`src/sv/pidsr_pkg.sv`:
```
// Shared types and constants for the PID speed regulator with anti-windup.
// Holds the register map, fixed-point constants, controller states and the
// command/status structs between controller and datapath. No dependencies.
package pidsr_pkg;

    localparam int CFG_INDEX_W = 3;
    localparam int CFG_DATA_W  = 16;
    localparam int GAIN_W      = 16;
    localparam int LIMIT_W     = 15;

    localparam logic [CFG_INDEX_W-1:0] REG_PROP_GAIN     = 3'd0;
    localparam logic [CFG_INDEX_W-1:0] REG_INTEG_GAIN    = 3'd1;
    localparam logic [CFG_INDEX_W-1:0] REG_DERIV_GAIN    = 3'd2;
    localparam logic [CFG_INDEX_W-1:0] REG_BACKCALC_GAIN = 3'd3;
    localparam logic [CFG_INDEX_W-1:0] REG_SAMPLE_PERIOD = 3'd4;
    localparam logic [CFG_INDEX_W-1:0] REG_OUT_LIMIT     = 3'd5;

    localparam logic [GAIN_W-1:0]  RST_PROP_GAIN     = 16'd4096;
    localparam logic [GAIN_W-1:0]  RST_INTEG_GAIN    = 16'd4096;
    localparam logic [GAIN_W-1:0]  RST_DERIV_GAIN    = 16'd0;
    localparam logic [GAIN_W-1:0]  RST_BACKCALC_GAIN = 16'd4096;
    localparam logic [GAIN_W-1:0]  RST_SAMPLE_PERIOD = 16'd65;
    localparam logic [LIMIT_W-1:0] RST_OUT_LIMIT     = 15'd32767;

    // Fixed-point scaling.
    localparam int GAIN_FRAC   = 12;  // Q4.12 gains
    localparam int INTEG_FRAC  = 16;  // integral carries 16 fraction bits
    localparam int OUT_SHIFT   = 24;  // Kp * bracket back to integer units
    localparam int EXCESS_W    = 32;  // saturation excess register
    localparam int BRACKET_W   = 48;  // bracket after clamping to +-2^46
    localparam int BRACKET_EXP = 46;

    typedef struct packed {
        logic [GAIN_W-1:0]  prop_gain;
        logic [GAIN_W-1:0]  integ_gain;
        logic [GAIN_W-1:0]  deriv_gain;
        logic [GAIN_W-1:0]  backcalc_gain;
        logic [GAIN_W-1:0]  sample_period;
        logic [LIMIT_W-1:0] out_limit;
    } cfg_t;

    typedef enum logic [3:0] {
        ST_IDLE,
        ST_BC,
        ST_INTEG,
        ST_ISAT,
        ST_IG,
        ST_DG,
        ST_SUM,
        ST_PG,
        ST_RAW,
        ST_OUT
    } state_t;

    typedef enum logic [2:0] {
        MUL_BC,
        MUL_INT,
        MUL_IG,
        MUL_DG,
        MUL_PG
    } mul_op_t;

    typedef struct packed {
        logic    load_in;
        logic    mul_en;
        mul_op_t mul_op;
        logic    integ_upd;
        logic    acc_init;
        logic    s_load;
        logic    raw_load;
        logic    finish;
    } cmd_t;

    typedef struct packed {
        logic out_free;
    } status_t;

endpackage

```
`src/sv/pidsr_cfg.sv`:
```
// Configuration register file of the PID speed regulator.
// Depends on pidsr_pkg for the register map and reset values.
module pidsr_cfg
    import pidsr_pkg::*;
(
    input  logic                   clk,
    input  logic                   rst_n,
    input  logic                   cfg_we,
    input  logic [CFG_INDEX_W-1:0] cfg_index,
    input  logic [CFG_DATA_W-1:0]  cfg_data,
    output cfg_t                   cfg
);

    cfg_t cfg_reg;
    cfg_t cfg_next;

    always_comb
    begin
        cfg_next = cfg_reg;
        if (cfg_we)
        begin
            unique case (cfg_index)
                REG_PROP_GAIN:     cfg_next.prop_gain     = cfg_data;
                REG_INTEG_GAIN:    cfg_next.integ_gain    = cfg_data;
                REG_DERIV_GAIN:    cfg_next.deriv_gain    = cfg_data;
                REG_BACKCALC_GAIN: cfg_next.backcalc_gain = cfg_data;
                REG_SAMPLE_PERIOD: cfg_next.sample_period = cfg_data;
                REG_OUT_LIMIT:     cfg_next.out_limit     = cfg_data[LIMIT_W-1:0];
                default:           cfg_next = cfg_reg;
            endcase
        end
    end

    always_ff @(posedge clk or negedge rst_n)
    begin
        if (!rst_n)
        begin
            cfg_reg.prop_gain     <= RST_PROP_GAIN;
            cfg_reg.integ_gain    <= RST_INTEG_GAIN;
            cfg_reg.deriv_gain    <= RST_DERIV_GAIN;
            cfg_reg.backcalc_gain <= RST_BACKCALC_GAIN;
            cfg_reg.sample_period <= RST_SAMPLE_PERIOD;
            cfg_reg.out_limit     <= RST_OUT_LIMIT;
        end
        else
        begin
            cfg_reg <= cfg_next;
        end
    end

    assign cfg = cfg_reg;

endmodule

```
`config.mk`:
```
export PLATFORM = sky130hd
export DESIGN_NAME = pidsr_cfg
export DESIGN_NICKNAME = d
export VERILOG_FILES = /design/src/sv/pidsr_pkg.sv /design/src/sv/pidsr_cfg.sv
export SDC_FILE = /design/constraint.sdc
export NUM_CORES = 1
export LEC_CHECK = 0
export ABC_AREA = 0
export BUFFER_PORTS_ARGS = -buffer_cell sky130_fd_sc_hd__buf_2
export CORE_MARGIN = 10
export CORE_UTILIZATION = 50
export CTS_CLUSTER_SIZE = 24
export DETAILED_ROUTE_END_ITERATION = 10
export GPL_ROUTABILITY_DRIVEN = 0
export GPL_TIMING_DRIVEN = 1
export PLACE_DENSITY = 0.79
export SLEW_MARGIN = 25
export SYNTH_ARGS = -nofsm -noshare
export SYNTH_HDL_FRONTEND = slang
export SYNTH_SLANG_ARGS = --single-unit
```
`constraint.sdc`:
```
create_clock -name clk -period 1 [get_ports clk]
set_clock_uncertainty 0.05 [all_clocks]
set_input_delay 0.3 -clock clk [delete_from_list [all_inputs] [get_ports clk]]
set_output_delay 0.3 -clock clk [all_outputs]
set_load 0.02 [all_outputs]
```
==> flow_summary_export.csv <==
group,metric,value,unit
final_layout,most-common-layout-cells,"108 x buf_6, 75 x dfrtp_1, 66 x mux2_4, 56 x buf_4, 29 x mux2_2",
placement,hpwl,6.663,mm
floorplanning,row_count,31,
pwr,pwr-share-clk,0.199,
routing,routed_via_density,5.136,
final_layout,drive_above_1_share,0.8142,
sta,finalCritPeriodShare,1.408,
pwr,powerDensity,2254,nW/um2
clocking,clock_path_buffers,2,
run,drv_cap,0,
global_route,grt_pass1_vias,2938,
sta,max_freq,710.4,MHz
logic_synthesis,synth.avg_cell_area,17.80,um2
floorplanning,dieWidth,105.6,um
pwr,p_leak,2.987,nW
pwr,p_sw,4.422,mW
clocking,cts-root-buf,"clkbuf_8",
logic_synthesis,yosysUniqueCellTypes,11,
critical_path,crit_start,"cfg[13]",
pwr,swShare,0.3162,
logic_synthesis,yosysSeqAreaShare,0.6551,
final_layout,diodes,0,
sta,setup_tns,-31.36,ns
critical_path,crit_buf_inv,1,
logic_synthesis,synth_area_leaders,"dfrtp_1 51%, mux2_2 29%, dfstp_2 14%, buf_6 2.1%, nand4b_2 0.82%",
sta,whs,0.1925,ns
sta,fin_ws,-0.4077,ns
clocking,clock_sinks,95,
floorplanning,initial_core_util,0.5111,
critical_path,cp_slowest_cell,"dfstp_2",
floorplanning,core_area,7176,um2
routing,ant_nets,0,
routing,vias,2609,
hold_path,hold_start,"cfg_data[15]",
critical_path,startpoint_type,"register",
placement,pre_cts_slack,-0.5309,ns
pwr,vdd_ir_drop_max,0.001293,V
critical_path,r2r_start,"cfg[92]",
routing,dr.pass1.iters,4,
logic_synthesis,synth_top_area_cell,"dfrtp_1",
pwr,p_comb_frac,0.402,
global_route,grt_pass1_wl,18.04,mm
logic_synthesis,synth_area,3667,um2
sta,post-route-min-period,1.408,ns
clocking,clkLatencyLatePin,0.35,ns
logic_synthesis,netlist_instances,206,
routing,wl_per_cell,24.47,um
run_status,violations,"setup timing",
clocking,cts_tree,"done",
global_route,grt_overflow,0,
pwr,pwr-share-seq,0.399,
hold_path,min_path_cells,2,
critical_path,slowest_delay,0.57,ns
clocking,cts_max_level,3,
global_route,gr-usage-all-layers,0.2085,
sta,rsz0062_at_grt,"true",
sta,tightest_slew,0.3468,ns
sta,slew_headroom,0.7678,
sta,report.final.hold_viol_count,0,
logic_synthesis,synth_nets,228,
critical_path,crit_path_end_kind,"output port",
floorplanning,num_io_pins,117,
routing,drc,0,
logic_synthesis,yosysWarnings,0,
final_layout,final_common_cell,"buf_6",
global_route,antenna_found_initial,0,
pwr,p_int,9.563,mW
final_layout,final_net_count,426,
clocking,clk_pin_slew,0.09,ns
critical_path,crit_chain,"buf_6",
critical_path,crit_type,"reg2out",
hold_path,hold_class,"in2reg",
critical_path,cpLargestDelayFamily,"flip-flops",
final_layout,largest_reg_flops,95,
critical_path,required,0.65,ns
routing,postRouteWirelength,12.43,mm
global_route,grt_max_degree,36,
critical_path,path_depth,1,
sta,finalSetupViolations,160,
floorplanning,dieArea,11160,um2
logic_synthesis,synth-seq-cells,95,
run_status,status,"complete, but fails checks",
sta,slew_violations,0,
floorplanning,fp.dieH,105.6,um
logic_synthesis,synth_top_cell_area_share,0.5118,
critical_path,critPathMaxFanout,2,
placement,portBuffers,116,
final_layout,fillers,307,
final_layout,final_util,0.8645,
critical_path,crit_arrival,1.06,ns
routing,drtIter0Drc,85,
clocking,cts_buffers,9,
critical_path,ff2ff_path_depth,3,
final_layout,syn_to_final_growth,69.16,%
## cell families (layout without fill, tap and decap cells)
group | Yosys count | after routing | synth area share
and+or+nand+nor | 6 | 6 | 0.02490
buffers and inverters | 10 | 213 | 0.02832
muxes | 95 | 95 | 0.2917
DFF | 95 | 95 | 0.6551
## timing repair
item	CTS	global route
hold buffers	1	0
endpoints found under the setup margin	174	167
endpoints found under the hold margin	75	0
gates cloned	3	0
resized for setup	231	20
pin swaps	3	3
buffers inserted	42	36
## per-layer routing
layer | part of all wire | vias up | global-route usage | routed length, um
met4 | 0.0092 | 0 | 0.05899 | 114
met3 | 0.081 | 12 | 0.07978 | 1003
li1 | - | 1125 | - | -
met1 | 0.41 | 1356 | 0.2497 | 5123
met5 | 0 | - | 0 | 0
met2 | 0.50 | 116 | 0.3428 | 6189
## metrics by stage
step / instance area, um2 / power, mW / cells
5_1_grt: 6203 / 14.49 / 508
3_5_place_dp: 4679 / 8.861 / 427
3_3_place_gp: 4679 / 8.754 / 427
4_1_cts: 6017 / 13.47 / 489
6_report: 6203 / 13.98 / 508
2_1_floorplan: 3867 / 7.451 / 206
## path summary, 6_finish.rpt
kind                                end  slack, ns
worst max-delay path            cfg[13]      -0.41
worst min-delay path            cfg[78]       0.19
worst max register to register  cfg[92]      -0.09
worst min register to register  cfg[41]       0.49
max in group asynchronous       cfg[12]       0.14
min in group asynchronous       cfg[69]       0.50
## power groups by stage
| stage | Combinational [mW] | Sequential [mW] | Clock [mW] |
|---|---|---|---|
| after floorplan | 1.07 | 6.38 | 0 |
| after global placement | 3.46 | 5.29 | 0 |
| after detailed placement | 3.53 | 5.33 | 0 |
| after CTS | 5.21 | 5.46 | 2.80 |
| after global routing | 5.89 | 5.65 | 2.95 |
| final | 5.63 | 5.57 | 2.78 |
## cells in the mapped netlist
cell type	count
buf_2	2
nand4b_2	2
and4bb_1	1
and4bb_2	2
buf_8	1
buf_6	7
mux2_2	94
dfstp_2	20
mux2_1	1
dfrtp_1	75
nor4b_4	1
## layout make-up
cell class / instances / area [um2] / share of cell area
Sequential cell: 95 / 2402 / 0.3873
Timing Repair Buffer: 197 / 2027 / 0.3267
Multi-Input combinational cell: 101 / 1429 / 0.2303
Clock buffer: 9 / 123.9 / 0.01997
Tap cell: 99 / 123.9 / 0.01997
Clock inverter: 7 / 97.59 / 0.01573
(Power assumes the default switching activity.)
