<file path="config.mk">
export PLATFORM = sky130hd
export DESIGN_NAME = pidsr_ctrl
export DESIGN_NICKNAME = d
export VERILOG_FILES = /design/src/sv/pidsr_pkg.sv /design/src/sv/pidsr_ctrl.sv
export SDC_FILE = /design/constraint.sdc
export NUM_CORES = 1
export LEC_CHECK = 0
export BUFFER_PORTS_ARGS = -buffer_cell sky130_fd_sc_hd__buf_2
export CAP_MARGIN = 20
export CORE_AREA = 2 2 39 41
export CTS_CLUSTER_DIAMETER = 50
export DETAILED_ROUTE_END_ITERATION = 6
export DIE_AREA = 0 0 41 43
export PLACE_DENSITY = 0.46
export SYNTH_ARGS = -nofsm -noshare
export SYNTH_HDL_FRONTEND = slang
export SYNTH_SLANG_ARGS = --single-unit
</file>
<file path="constraint.sdc">
create_clock -name clk -period 2.7 [get_ports clk]
set_input_delay 0 -clock clk [delete_from_list [all_inputs] [get_ports clk]]
set_output_delay 0 -clock clk [all_outputs]
set_load 0.005 [all_outputs]
</file>
<file path="src/sv/pidsr_pkg.sv">
// Shared types and constants for the PID speed regulator with anti-windup.
// Holds the register map, fixed-point constants, controller states and the
// command/status structs between controller and datapath. No dependencies.
package pidsr_pkg;

    localparam int CFG_INDEX_W = 3;
    localparam int CFG_DATA_W  = 16;
    localparam int GAIN_W      = 16;
    localparam int LIMIT_W     = 15;

    localparam logic [CFG_INDEX_W-1:0] REG_PROP_GAIN     = 3'd0;
    localparam logic [CFG_INDEX_W-1:0] REG_INTEG_GAIN    = 3'd1;
    localparam logic [CFG_INDEX_W-1:0] REG_DERIV_GAIN    = 3'd2;
    localparam logic [CFG_INDEX_W-1:0] REG_BACKCALC_GAIN = 3'd3;
    localparam logic [CFG_INDEX_W-1:0] REG_SAMPLE_PERIOD = 3'd4;
    localparam logic [CFG_INDEX_W-1:0] REG_OUT_LIMIT     = 3'd5;

    localparam logic [GAIN_W-1:0]  RST_PROP_GAIN     = 16'd4096;
    localparam logic [GAIN_W-1:0]  RST_INTEG_GAIN    = 16'd4096;
    localparam logic [GAIN_W-1:0]  RST_DERIV_GAIN    = 16'd0;
    localparam logic [GAIN_W-1:0]  RST_BACKCALC_GAIN = 16'd4096;
    localparam logic [GAIN_W-1:0]  RST_SAMPLE_PERIOD = 16'd65;
    localparam logic [LIMIT_W-1:0] RST_OUT_LIMIT     = 15'd32767;

    // Fixed-point scaling.
    localparam int GAIN_FRAC   = 12;  // Q4.12 gains
    localparam int INTEG_FRAC  = 16;  // integral carries 16 fraction bits
    localparam int OUT_SHIFT   = 24;  // Kp * bracket back to integer units
    localparam int EXCESS_W    = 32;  // saturation excess register
    localparam int BRACKET_W   = 48;  // bracket after clamping to +-2^46
    localparam int BRACKET_EXP = 46;

    typedef struct packed {
        logic [GAIN_W-1:0]  prop_gain;
        logic [GAIN_W-1:0]  integ_gain;
        logic [GAIN_W-1:0]  deriv_gain;
        logic [GAIN_W-1:0]  backcalc_gain;
        logic [GAIN_W-1:0]  sample_period;
        logic [LIMIT_W-1:0] out_limit;
    } cfg_t;

    typedef enum logic [3:0] {
        ST_IDLE,
        ST_BC,
        ST_INTEG,
        ST_ISAT,
        ST_IG,
        ST_DG,
        ST_SUM,
        ST_PG,
        ST_RAW,
        ST_OUT
    } state_t;

    typedef enum logic [2:0] {
        MUL_BC,
        MUL_INT,
        MUL_IG,
        MUL_DG,
        MUL_PG
    } mul_op_t;

    typedef struct packed {
        logic    load_in;
        logic    mul_en;
        mul_op_t mul_op;
        logic    integ_upd;
        logic    acc_init;
        logic    s_load;
        logic    raw_load;
        logic    finish;
    } cmd_t;

    typedef struct packed {
        logic out_free;
    } status_t;

endpackage

</file>
<file path="src/sv/pidsr_ctrl.sv">
// Sequencer of the PID speed regulator: steps the shared multiplier through
// the five products of one sample. Depends on pidsr_pkg.
module pidsr_ctrl
    import pidsr_pkg::*;
(
    input  logic    clk,
    input  logic    rst_n,
    input  logic    in_valid,
    output logic    in_ready,
    input  status_t status,
    output cmd_t    cmd
);

    state_t state_reg;
    state_t state_next;

    always_ff @(posedge clk or negedge rst_n)
    begin
        if (!rst_n)
        begin
            state_reg <= ST_IDLE;
        end
        else
        begin
            state_reg <= state_next;
        end
    end

    always_comb
    begin
        state_next = state_reg;
        cmd        = '0;
        cmd.mul_op = MUL_BC;
        in_ready   = 1'b0;
        unique case (state_reg)
            ST_IDLE:
            begin
                in_ready    = 1'b1;
                cmd.load_in = in_valid;
                if (in_valid)
                begin
                    state_next = ST_BC;
                end
            end
            ST_BC:
            begin
                cmd.mul_en = 1'b1;
                cmd.mul_op = MUL_BC;
                state_next = ST_INTEG;
            end
            ST_INTEG:
            begin
                cmd.mul_en = 1'b1;
                cmd.mul_op = MUL_INT;
                state_next = ST_ISAT;
            end
            ST_ISAT:
            begin
                cmd.integ_upd = 1'b1;
                state_next    = ST_IG;
            end
            ST_IG:
            begin
                cmd.mul_en = 1'b1;
                cmd.mul_op = MUL_IG;
                state_next = ST_DG;
            end
            ST_DG:
            begin
                cmd.mul_en   = 1'b1;
                cmd.mul_op   = MUL_DG;
                cmd.acc_init = 1'b1;
                state_next   = ST_SUM;
            end
            ST_SUM:
            begin
                cmd.s_load = 1'b1;
                state_next = ST_PG;
            end
            ST_PG:
            begin
                cmd.mul_en = 1'b1;
                cmd.mul_op = MUL_PG;
                state_next = ST_RAW;
            end
            ST_RAW:
            begin
                cmd.raw_load = 1'b1;
                state_next   = ST_OUT;
            end
            ST_OUT:
            begin
                // Hold here while the previous result still waits for its transfer.
                if (status.out_free)
                begin
                    cmd.finish = 1'b1;
                    state_next = ST_IDLE;
                end
            end
            default:
            begin
                state_next = ST_IDLE;
            end
        endcase
    end

endmodule

</file>
==> results of run 1 <==
[through the flow]
step	utilization (%)	hold WS, ps	instances	area [um2]
CTS	31.0	63.3	71	429
floorplan	-	-296	41	339
global route	31.0	87.3	71	429
detailed placement	28.7	-190	67	397
finish	31.0	64.3	71	429
global placement	28.7	-191	67	397
[cell type report]
| cell class | count | area (um2) |
|---|---|---|
| tap | 16 | 20.0 |
| inverter | 1 | 3.75 |
| multi-input combinational | 32 | 203 |
| fill | 165 | 955 |
| sequential | 4 | 100 |
| timing repair buffer | 15 | 80.1 |
| clock buffer | 3 | 22.5 |
[report_power, final]
| part | total [mW] | switching, mW | internal [mW] |
|---|---|---|---|
| Clock | 0.0708 | 0.0213 | 0.0495 |
| Sequential | 0.180 | 0.0917 | 0.0885 |
| Combinational | 0.247 | 0.103 | 0.144 |
| Total | 0.498 | 0.216 | 0.282 |
[cell families (layout without fill, tap and decap cells)]
group | count (synthesis) | count (layout) | synth area share, %
AO/OA/AOI/OAI | 8 | 8 | 16.2
XOR/XNOR | 1 | 1 | 2.58
buffers and inverters | 5 | 19 | 10.7
flip-flops | 4 | 4 | 29.5
AND/OR/NAND/NOR | 23 | 23 | 41.0
[final timing paths]
check,startpoint,to,slack [ps],cells past startpoint
min in group asynchronous,rst_n,state_reg[3],100,2
max,state_reg[1],cmd[5],1280,3
max reg2reg,state_reg[2],state_reg[3],1580,2
min reg2reg,state_reg[3],state_reg[2],660,1
min,status,state_reg[0],60,3
max in group asynchronous,rst_n,state_reg[1],2480,2
[tightest hold or removal path: cells and delay by family]
kind	cells	cell delay [ps]
buffers and inverters	1	90
AND/OR/NAND/NOR	1	90
AO/OA/AOI/OAI	1	60
[routing by layer]
layer  part of all wire (%)  up-vias
li1                       -      174
met2                     49        7
met3                    4.8        0
met5                      0        -
met1                     46      147
met4                      0        0
[cell usage in the layout (no fill, tap or decap), types with 2 or more instances in the layout]
cell type / count
sky130_fd_sc_hd__buf_2: 14
sky130_fd_sc_hd__dfrtp_1: 4
sky130_fd_sc_hd__nor3_1: 3
sky130_fd_sc_hd__and2_1: 2
sky130_fd_sc_hd__or2b_1: 2
sky130_fd_sc_hd__a21oi_1: 3
sky130_fd_sc_hd__clkbuf_4: 3
sky130_fd_sc_hd__nand2b_1: 4
sky130_fd_sc_hd__nand3b_1: 2
sky130_fd_sc_hd__nor2_1: 5
[cells in the mapped netlist, types with 2 or more instances]
cell | instances | area share [%]
sky130_fd_sc_hd__a21oi_1 | 3 | 4.4
sky130_fd_sc_hd__and2_1 | 2 | 3.7
sky130_fd_sc_hd__buf_2 | 2 | 3.0
sky130_fd_sc_hd__buf_6 | 2 | 6.6
sky130_fd_sc_hd__dfrtp_1 | 4 | 30
sky130_fd_sc_hd__nand2b_1 | 4 | 7.4
sky130_fd_sc_hd__nand3b_1 | 2 | 4.4
sky130_fd_sc_hd__nor2_1 | 5 | 5.5
sky130_fd_sc_hd__nor3_1 | 3 | 4.4
sky130_fd_sc_hd__or2b_1 | 2 | 4.4
==> reports/summary.md, run 1 <==
### Yosys
* number of synthesized register bits: 4
* Gate Count Post-Synth: 41
* average footprint of a synthesized cell: 8.27 um2
* fraction of the yosys area taken by sequential cells: 29.5%
* syn nets: 45
* YS warnings: 0
* distinct cell type count after synthesis: 22
* Post-synth EDFFs: 0
* most common flop cell mapped by yosys: sky130_fd_sc_hd__dfrtp_1
* async set-reset flop share out of synthesis: 100%
* mapped cell area: 339 um2

### Timing
* final total negative setup slack: 0 ps
* number of endpoints with negative hold slack in the final report: 0
* Max Clk Rate: 706 MHz
* worst max-slew margin expressed relative to the limit: 74.1%
* worst-margin pin slew: 389 ps
* number of max-slew violations in the final report: 0
* total setup violations reported at the end of the flow: 0
* share of the cycle needed by the critical path after routing: 52.5%
* Layout Skew: 0.138 ps
* Setup WS post-layout: 1280 ps
* Final min period: 1420 ps
* unrepaired setup endpoints after global routing: false

### CTS
* clock latency on the worst-skew pair: 230 ps
* Setup Buffers After CTS: 0
* clock transition at the registers of the reported paths: 30 ps
* Hold-fix buffers, CTS: 1
* root buf cell: sky130_fd_sc_hd__clkbuf_4
* number of buffers inserted during clock tree synthesis: 3
* clock buffer depth: 2
* clk sinks: 4
* TritonCTS clock tree: done
* post-CTS sizing: 0
* Clock H-tree levels: 1

### Placed design
* number of port buffers: 14
* worst-case setup slack after placement: 1520 ps
* post-detailed-placement half-perimeter wirelength: 513 um
* RePlAce Congestion: 0.610

### Routing
* total length of routed wires: 685 um
* number of vias after detailed routing: 328
* vias per std cell: 4.62
* DRC violations left: 0
* WL/cell: 9.65 um
* Final ANT Viol Nets: 0
* First DRT Iteration DRCs: 8
* detailed-router iteration count before antenna repair: 4

### Final layout
* post-layout net count: 61
* total inserted antenna cells: 0
* area overhead of the layout relative to synthesis: 26.6%
* fraction of layout instances using a drive strength above 1: 32.7%
* max reg flops: 4

### GRT
* total global-route track usage: 9.67%
* met1 track utilization from global routing: 12.7%
* wire length of the first global-routing pass: 1.19 mm
* met2 Track Usage GR: 14.1%
* busiest layer in global routing: met2
* maximum number of pins on one net before global-route repair: 16
* number of antenna violations at the first check in global routing: 0
* Overflow after GRT: 0
* met3 Usage GRT: 1.57%
* number of global-route vias before repair: 296

### Worst setup path
* family of cells with the greatest summed delay on the critical path: flip-flops
* buffers plus inverters on the worst setup path: 1
* kind of capture point of the worst setup path: output pin
* slowest library cell on the worst path: sky130_fd_sc_hd__dfrtp_1
* launching element type of the critical path: register
* maximum fanout along the worst path: 15
* Data arrival, critical path: 1420 ps
* category of the most critical setup path: register to output pin
* CP Data Required Time: 2700 ps
* largest stage delay on the critical path: 570 ps
* series of cell instances along the critical path: or3b_1 -> a21oi_1 -> buf_2

### Floorplan
* starting density of the core: 24.5%
* floorplan core area: 1380 um2
* num rows: 14
* I/O pins: 15
* Die Span X: 41 um
* die height: 43 um
* Die ar.: 1760 um2

### Run
* max-cap violation count: 0

### Pwr
* leakage dissipation: 0.209 nW
* power density over the cells: 1160 nW/um2
* maximum vdd ir drop: 0.329 mV
* overall power after layout: 0.498 mW

### Run status
* run status: finished clean

### Min path
* type of the worst min-delay path: primary input to register

(Power assumes the default switching activity.)
==> inputs of run 2 (changes only) <==
--- a/config.mk
+++ b/config.mk
@@ -11,7 +11,7 @@
 export CTS_CLUSTER_DIAMETER = 50
 export DETAILED_ROUTE_END_ITERATION = 6
 export DIE_AREA = 0 0 41 43
-export PLACE_DENSITY = 0.46
+export PLACE_DENSITY = 0.48
 export SYNTH_ARGS = -nofsm -noshare
 export SYNTH_HDL_FRONTEND = slang
 export SYNTH_SLANG_ARGS = --single-unit
==> constraint.sdc (replaced) <==
create_clock -name clk -period 1.2 [get_ports clk]
set_input_delay 0 -clock clk [delete_from_list [all_inputs] [get_ports clk]]
set_output_delay 0 -clock clk [all_outputs]
set_load 0.005 [all_outputs]
==> run 2 against run 1 <==
The run now ends with negative setup slack left. Power increased to 3.5 times the previous value. Clock skew is 1.8 ps higher. Non-clock buffer count increased by 16. Setup slack got worse by 1400 ps. Die area unchanged. Sequential share of layout area down 6.6 points. Global-route usage increased by 1.0 points. Sequential power up 87%. Sequential cell count stayed put. First-iteration DRC count decreased by 63%. Hold slack better by 30 ps. Critical path type unchanged. Largest cell class unchanged.
==> reports/summary.md, run 2 (synthesis gave the netlist of run 1 again) <==
### Timing
* number of endpoints with negative hold slack in the final report: 0, unchanged
* Layout Skew: 1.93 ps, +1.79 ps
* number of max-slew violations in the final report: 0, unchanged
* worst-margin pin slew: 236 ps, -153 ps
* final total negative setup slack: -175 ps, -175 ps
* total setup violations reported at the end of the flow: 4, +4
* unrepaired setup endpoints after global routing: true
* worst max-slew margin expressed relative to the limit: 84.1%, +10 points
* share of the cycle needed by the critical path after routing: 107%
* Max Clk Rate: 777 MHz
* Setup WS post-layout: -86.5 ps, -1370 ps
* Final min period: 1290 ps

### CTS
* TritonCTS clock tree: done
* clock buffer depth: 2, unchanged
* clock latency on the worst-skew pair: 230 ps, about the same
* clock transition at the registers of the reported paths: 40 ps, about the same
* clk sinks: 4, unchanged
* root buf cell: sky130_fd_sc_hd__clkbuf_4
* number of buffers inserted during clock tree synthesis: 3, unchanged
* Clock H-tree levels: 1, unchanged

### Final layout
* leading cell type in the layout, fill and taps excluded: sky130_fd_sc_hd__buf_2
* highest-count cells in the layout ignoring fill and taps: 15 x sky130_fd_sc_hd__buf_2, 12 x sky130_fd_sc_hd__buf_4, 4 x sky130_fd_sc_hd__dfrtp_2
* fraction of layout instances using a drive strength above 1: 70.4%, +38 points
* area occupied by multi-input gates: 268 um2, +32%
* post-layout net count: 77, +26%
* total inserted antenna cells: 0, unchanged
* Reg area: 105 um2, +5.0%
* area overhead of the layout relative to synthesis: 85.2%
* Util after Layout: 45.4%, +14 points
* max reg flops: 4, unchanged
* fillcell total: 158, -4.2%

### Worst setup path
* launching element type of the critical path: register
* maximum fanout along the worst path: 5, -10
* Data arrival, critical path: 1290 ps, -130 ps
* category of the most critical setup path: register to output pin
* kind of capture point of the worst setup path: output pin
* CP Data Required Time: 1200 ps, -1500 ps

### Pwr
* overall power after layout: 1.76 mW, +250%
* leakage dissipation: 0.316 nW, +51%
* power density over the cells: 2810 nW/um2, +140%
* maximum vdd ir drop: 0.991 mV, +200%

### GRT
* maximum number of pins on one net before global-route repair: 11, -5
* number of antenna violations at the first check in global routing: 0, unchanged
* total global-route track usage: 10.7%, +1.0 points
* number of global-route vias before repair: 307, +3.7%
* wire length of the first global-routing pass: 1.24 mm, +4.1%
* Overflow after GRT: 0, unchanged

### Floorplan
* die height: 43 um, unchanged
* num rows: 14, unchanged
* starting density of the core: 24.5%, unchanged
* I/O pins: 15, unchanged
* Die ar.: 1760 um2, unchanged
* Die Span X: 41 um, unchanged
* floorplan core area: 1380 um2, unchanged

### Routing
* DRC violations left: 0, unchanged
* Final ANT Viol Nets: 0, unchanged
* First DRT Iteration DRCs: 3, -5
* WL/cell: 10.7 um, +11%
* detailed-router iteration count before antenna repair: 2, -2
* vias per std cell: 4.63, +0.27%
* total length of routed wires: 930 um, +36%
* number of vias after detailed routing: 403, +23%

### Placed design
* worst-case setup slack after placement: 41.3 ps, -1480 ps
* RePlAce Congestion: 0.644, +5.7%
* post-detailed-placement half-perimeter wirelength: 549 um, +6.9%
* number of port buffers: 14, unchanged

### Run status
* run status: complete, but fails checks
* failing checks: negative setup slack

### Run
* max-cap violation count: 0, unchanged

### Min path
* type of the worst min-delay path: primary input to async pin

[run 2: repair_timing]
action,in CTS,in global routing
hold endpoints to repair,4,0
gates resized for setup,8,13
setup endpoints to repair,11,13
hold buffers,1,0
cloned,0,0
pin swaps,3,2
setup buffers,9,2
[run 2: per-stage QoR]
stage / instances / hold slack, ps / cell area, um2
global placement: 72 / -190 / 434
finish: 87 / 94.7 / 628
CTS: 85 / 74.8 / 554
global route: 87 / 106 / 628
floorplan: 41 / -296 / 339
detailed placement: 72 / -195 / 434
[run 2: final cells by class]
type	count	area share [%]
Clock buffer	3	3.59
Tap cell	16	3.19
Inverter	1	0.598
Sequential cell	4	16.7
Timing Repair Buffer	31	33.3
Multi-Input combinational cell	32	42.6
[run 2: path summary, 6_finish.rpt]
kind                                    from            to  slack (ps)  cells after the start
worst min-delay path                   rst_n  state_reg[2]          90                      2
worst min register to register  state_reg[3]  state_reg[2]         670                      2
worst max register to register  state_reg[3]  state_reg[0]           0                      4
min in group clk                      status  state_reg[0]         100                      3
max in group asynchronous              rst_n  state_reg[3]         980                      2
worst max-delay path            state_reg[2]        cmd[5]         -90                      3
[run 2: layer usage]
layer  track usage (%)  wire length (um)  vias up
li1                  -                 -      203
met3              3.14                53        2
met5                 0                 0        -
met2              14.7               461       11
met4              8.00                16        0
met1              13.4               399      187
[run 2: power by group]
group	internal (mW)	switching, mW	leakage, nW
sequential	0.214	0.123	0.0452
clock	0.111	0.0497	0.0138
combinational	0.751	0.516	0.257
total	1.08	0.688	0.316
[run 2: worst max-delay path, stage by stage, from the launching register on]
cell	delay, ps
sky130_fd_sc_hd__dfrtp_2	430
sky130_fd_sc_hd__or3b_1	390
sky130_fd_sc_hd__a21oi_2	120
sky130_fd_sc_hd__buf_2	110
==> inputs of run 3 (changes only) <==
--- a/config.mk
+++ b/config.mk
@@ -5,13 +5,13 @@
 export SDC_FILE = /design/constraint.sdc
 export NUM_CORES = 1
 export LEC_CHECK = 0
-export BUFFER_PORTS_ARGS = -buffer_cell sky130_fd_sc_hd__buf_2
 export CAP_MARGIN = 20
 export CORE_AREA = 2 2 39 41
 export CTS_CLUSTER_DIAMETER = 50
 export DETAILED_ROUTE_END_ITERATION = 6
 export DIE_AREA = 0 0 41 43
-export PLACE_DENSITY = 0.48
+export DONT_BUFFER_PORTS = 1
+export PLACE_DENSITY = 0.38
 export SYNTH_ARGS = -nofsm -noshare
 export SYNTH_HDL_FRONTEND = slang
 export SYNTH_SLANG_ARGS = --single-unit
==> run 3 against run 2 <==
The flow now finishes without violations. Clock power about the same. Routed wire length down 14%. First-iteration DRC count up 67%. Critical endpoint unchanged. Largest power group unchanged.
==> reports/summary.md, run 3 (synthesis gave the netlist of run 1 again) <==
### Final layout
* area overhead of the layout relative to synthesis: 35.1%
* post-route cell area: 458 um2, -27%
* leading cell type in the layout, fill and taps excluded: sky130_fd_sc_hd__buf_4
* Util after Layout: 33.1%, -12 points
* max reg flops: 4, unchanged
* post-layout net count: 56, -27%
* Reg area: 105 um2, unchanged
* highest-count cells in the layout ignoring fill and taps: 6 x sky130_fd_sc_hd__buf_4, 4 x sky130_fd_sc_hd__nand2b_1, 4 x sky130_fd_sc_hd__nor2_1, 4 x sky130_fd_sc_hd__dfrtp_2
* fillcell total: 144, -8.9%
* area occupied by multi-input gates: 218 um2, -19%
* total inserted antenna cells: 0, unchanged
* fraction of layout instances using a drive strength above 1: 38.0%, -32 points

### Floorplan
* starting density of the core: 24.5%, unchanged
* num rows: 14, unchanged
* die height: 43 um, unchanged
* Die Span X: 41 um, unchanged
* Die ar.: 1760 um2, unchanged
* floorplan core area: 1380 um2, unchanged
* I/O pins: 15, unchanged

### GRT
* maximum number of pins on one net before global-route repair: 13, +2
* number of global-route vias before repair: 281, -8.5%
* Overflow after GRT: 0, unchanged
* total global-route track usage: 10.2%, -0.51 points
* number of antenna violations at the first check in global routing: 0, unchanged
* wire length of the first global-routing pass: 1.15 mm, -6.7%

### CTS
* clk sinks: 4, unchanged
* clock buffer depth: 2, unchanged
* clock latency on the worst-skew pair: 230 ps, about the same
* Clock H-tree levels: 1, unchanged
* clock transition at the registers of the reported paths: 40 ps, about the same
* TritonCTS clock tree: done
* root buf cell: sky130_fd_sc_hd__clkbuf_4
* number of buffers inserted during clock tree synthesis: 3, unchanged

### Worst setup path
* kind of capture point of the worst setup path: output pin
* maximum fanout along the worst path: 5, unchanged
* flop-to-flop setup slack: 60 ps, +60 ps
* category of the most critical setup path: register to output pin
* Data arrival, critical path: 1200 ps, -90 ps
* series of cell instances along the critical path: or3b_4 -> a21oi_2
* CP Data Required Time: 1200 ps, about the same
* depth of the worst register-to-register path: 3, -1
* launching element type of the critical path: register
* largest stage delay on the critical path: 430 ps, about the same
* reg-to-reg endpoint: state_reg[0]
* reg2reg start: state_reg[2]
* slowest library cell on the worst path: sky130_fd_sc_hd__dfrtp_2

### Run status
* run status: finished clean

### Routing
* First DRT Iteration DRCs: 5, +2
* vias per std cell: 4.89, +5.7%
* Final ANT Viol Nets: 0, unchanged
* detailed-router iteration count before antenna repair: 2, unchanged
* WL/cell: 12.1 um, +13%
* DRC violations left: 0, unchanged
* total length of routed wires: 798 um, -14%
* number of vias after detailed routing: 323, -20%

### Placed design
* post-detailed-placement half-perimeter wirelength: 517 um, -5.8%
* RePlAce Congestion: 0.680, +5.5%
* number of port buffers: 0, -14
* Placed Instance Area: 349 um2, -20%

### Pwr
* power density over the cells: 2870 nW/um2, +2.2%
* internal portion of total power: 0.764 mW, -29%
* Reg power frac: 26.0%, +6.9 points
* combinational power share: 61.8%, -10 points
* maximum vdd ir drop: 0.921 mV, -7.1%
* Psw: 0.551 mW, -20%
* clock power share: 12.2%, +3.1 points
* leakage dissipation: 0.195 nW, -38%
* switching part of the total power: 41.9%, +2.9 points

### Timing
* number of max-slew violations in the final report: 0, unchanged
* Max Clk Rate: 835 MHz, +7.5%
* unrepaired setup endpoints after global routing: true
* Final min period: 1200 ps, -89.5 ps
* Layout Skew: 1.93 ps, -0.00483 ps
* worst max-slew margin expressed relative to the limit: 83.7%, -0.45 points
* number of endpoints with negative hold slack in the final report: 0, unchanged
* share of the cycle needed by the critical path after routing: 99.7%, -7.5 points
* total setup violations reported at the end of the flow: 0, -4
* worst-margin pin slew: 244 ps, +8.23 ps

### Min path
* type of the worst min-delay path: primary input to async pin

### Run
* max-cap violation count: 0, unchanged

==> run 3: worst max-delay path by stage <==
stage,startpoint,end,slack (ps),cells past startpoint
global placement,state_reg[2],state_reg[3],90,2
detailed placement,state_reg[1],cmd[5],80,2
floorplan,state_reg[3],state_reg[3],190,3
global route,state_reg[0],cmd[5],-60,2
CTS,state_reg[2],cmd[5],-20,2
finish,state_reg[0],cmd[5],3,2
==> run 3: power by group through the flow <==
stage / combinational (mW) / sequential, mW / clock, mW
floorplan: 0.584 / 0.255 / 0
global placement: 0.533 / 0.377 / 0
detailed placement: 0.542 / 0.387 / 0
CTS: 0.647 / 0.366 / 0.171
global route: 0.905 / 0.360 / 0.177
finish: 0.812 / 0.342 / 0.161
==> run 3: through the flow <==
stage               setup TNS [ps]  hold WS (ps)  cells  setup WS, ps  power (mW)
global route                  -269          36.6     66         -55.0        1.44
finish                           0          36.1     66          3.02        1.31
detailed placement               0          -295     56          83.4       0.929
floorplan                        0          -296     41           193       0.839
CTS                          -24.0          28.9     63         -21.1        1.18
global placement                 0          -295     56          93.5       0.910
==> run 3: final cells by class <==
class / count / area share [%]
timing repair buffer: 10 / 19.4
sequential: 4 / 23.0
inverter: 1 / 0.820
multi-input combinational: 32 / 47.5
clock buffer: 3 / 4.92
tap: 16 / 4.37
==> run 3: critical path: cells and delay by family (launching register included) <==
family             cells  cell delay [ps]
and+or+nand+nor        1              400
AOI/OAI and AO/OA      1              140
DFF                    1              430
==> run 3: layer usage <==
layer  part of all wire, %  up-vias  wire length [um]  global-route usage, %
met2                    50        7               399                   13.1
li1                      -      159                 -                      -
met4                   3.1        0                25                   10.0
met1                    41      153               330                   12.3
met5                     0        -                 0                      0
met3                   5.4        4                43                   3.14
==> run 3: repair_timing <==
| item | CTS | global route |
|---|---|---|
| pin swaps | 1 | 2 |
| buffers inserted | 2 | 3 |
| resized for setup | 5 | 6 |
| endpoints found under the setup margin | 10 | 8 |
| hold buffers | 2 | 0 |
| endpoints found under the hold margin | 6 | 0 |
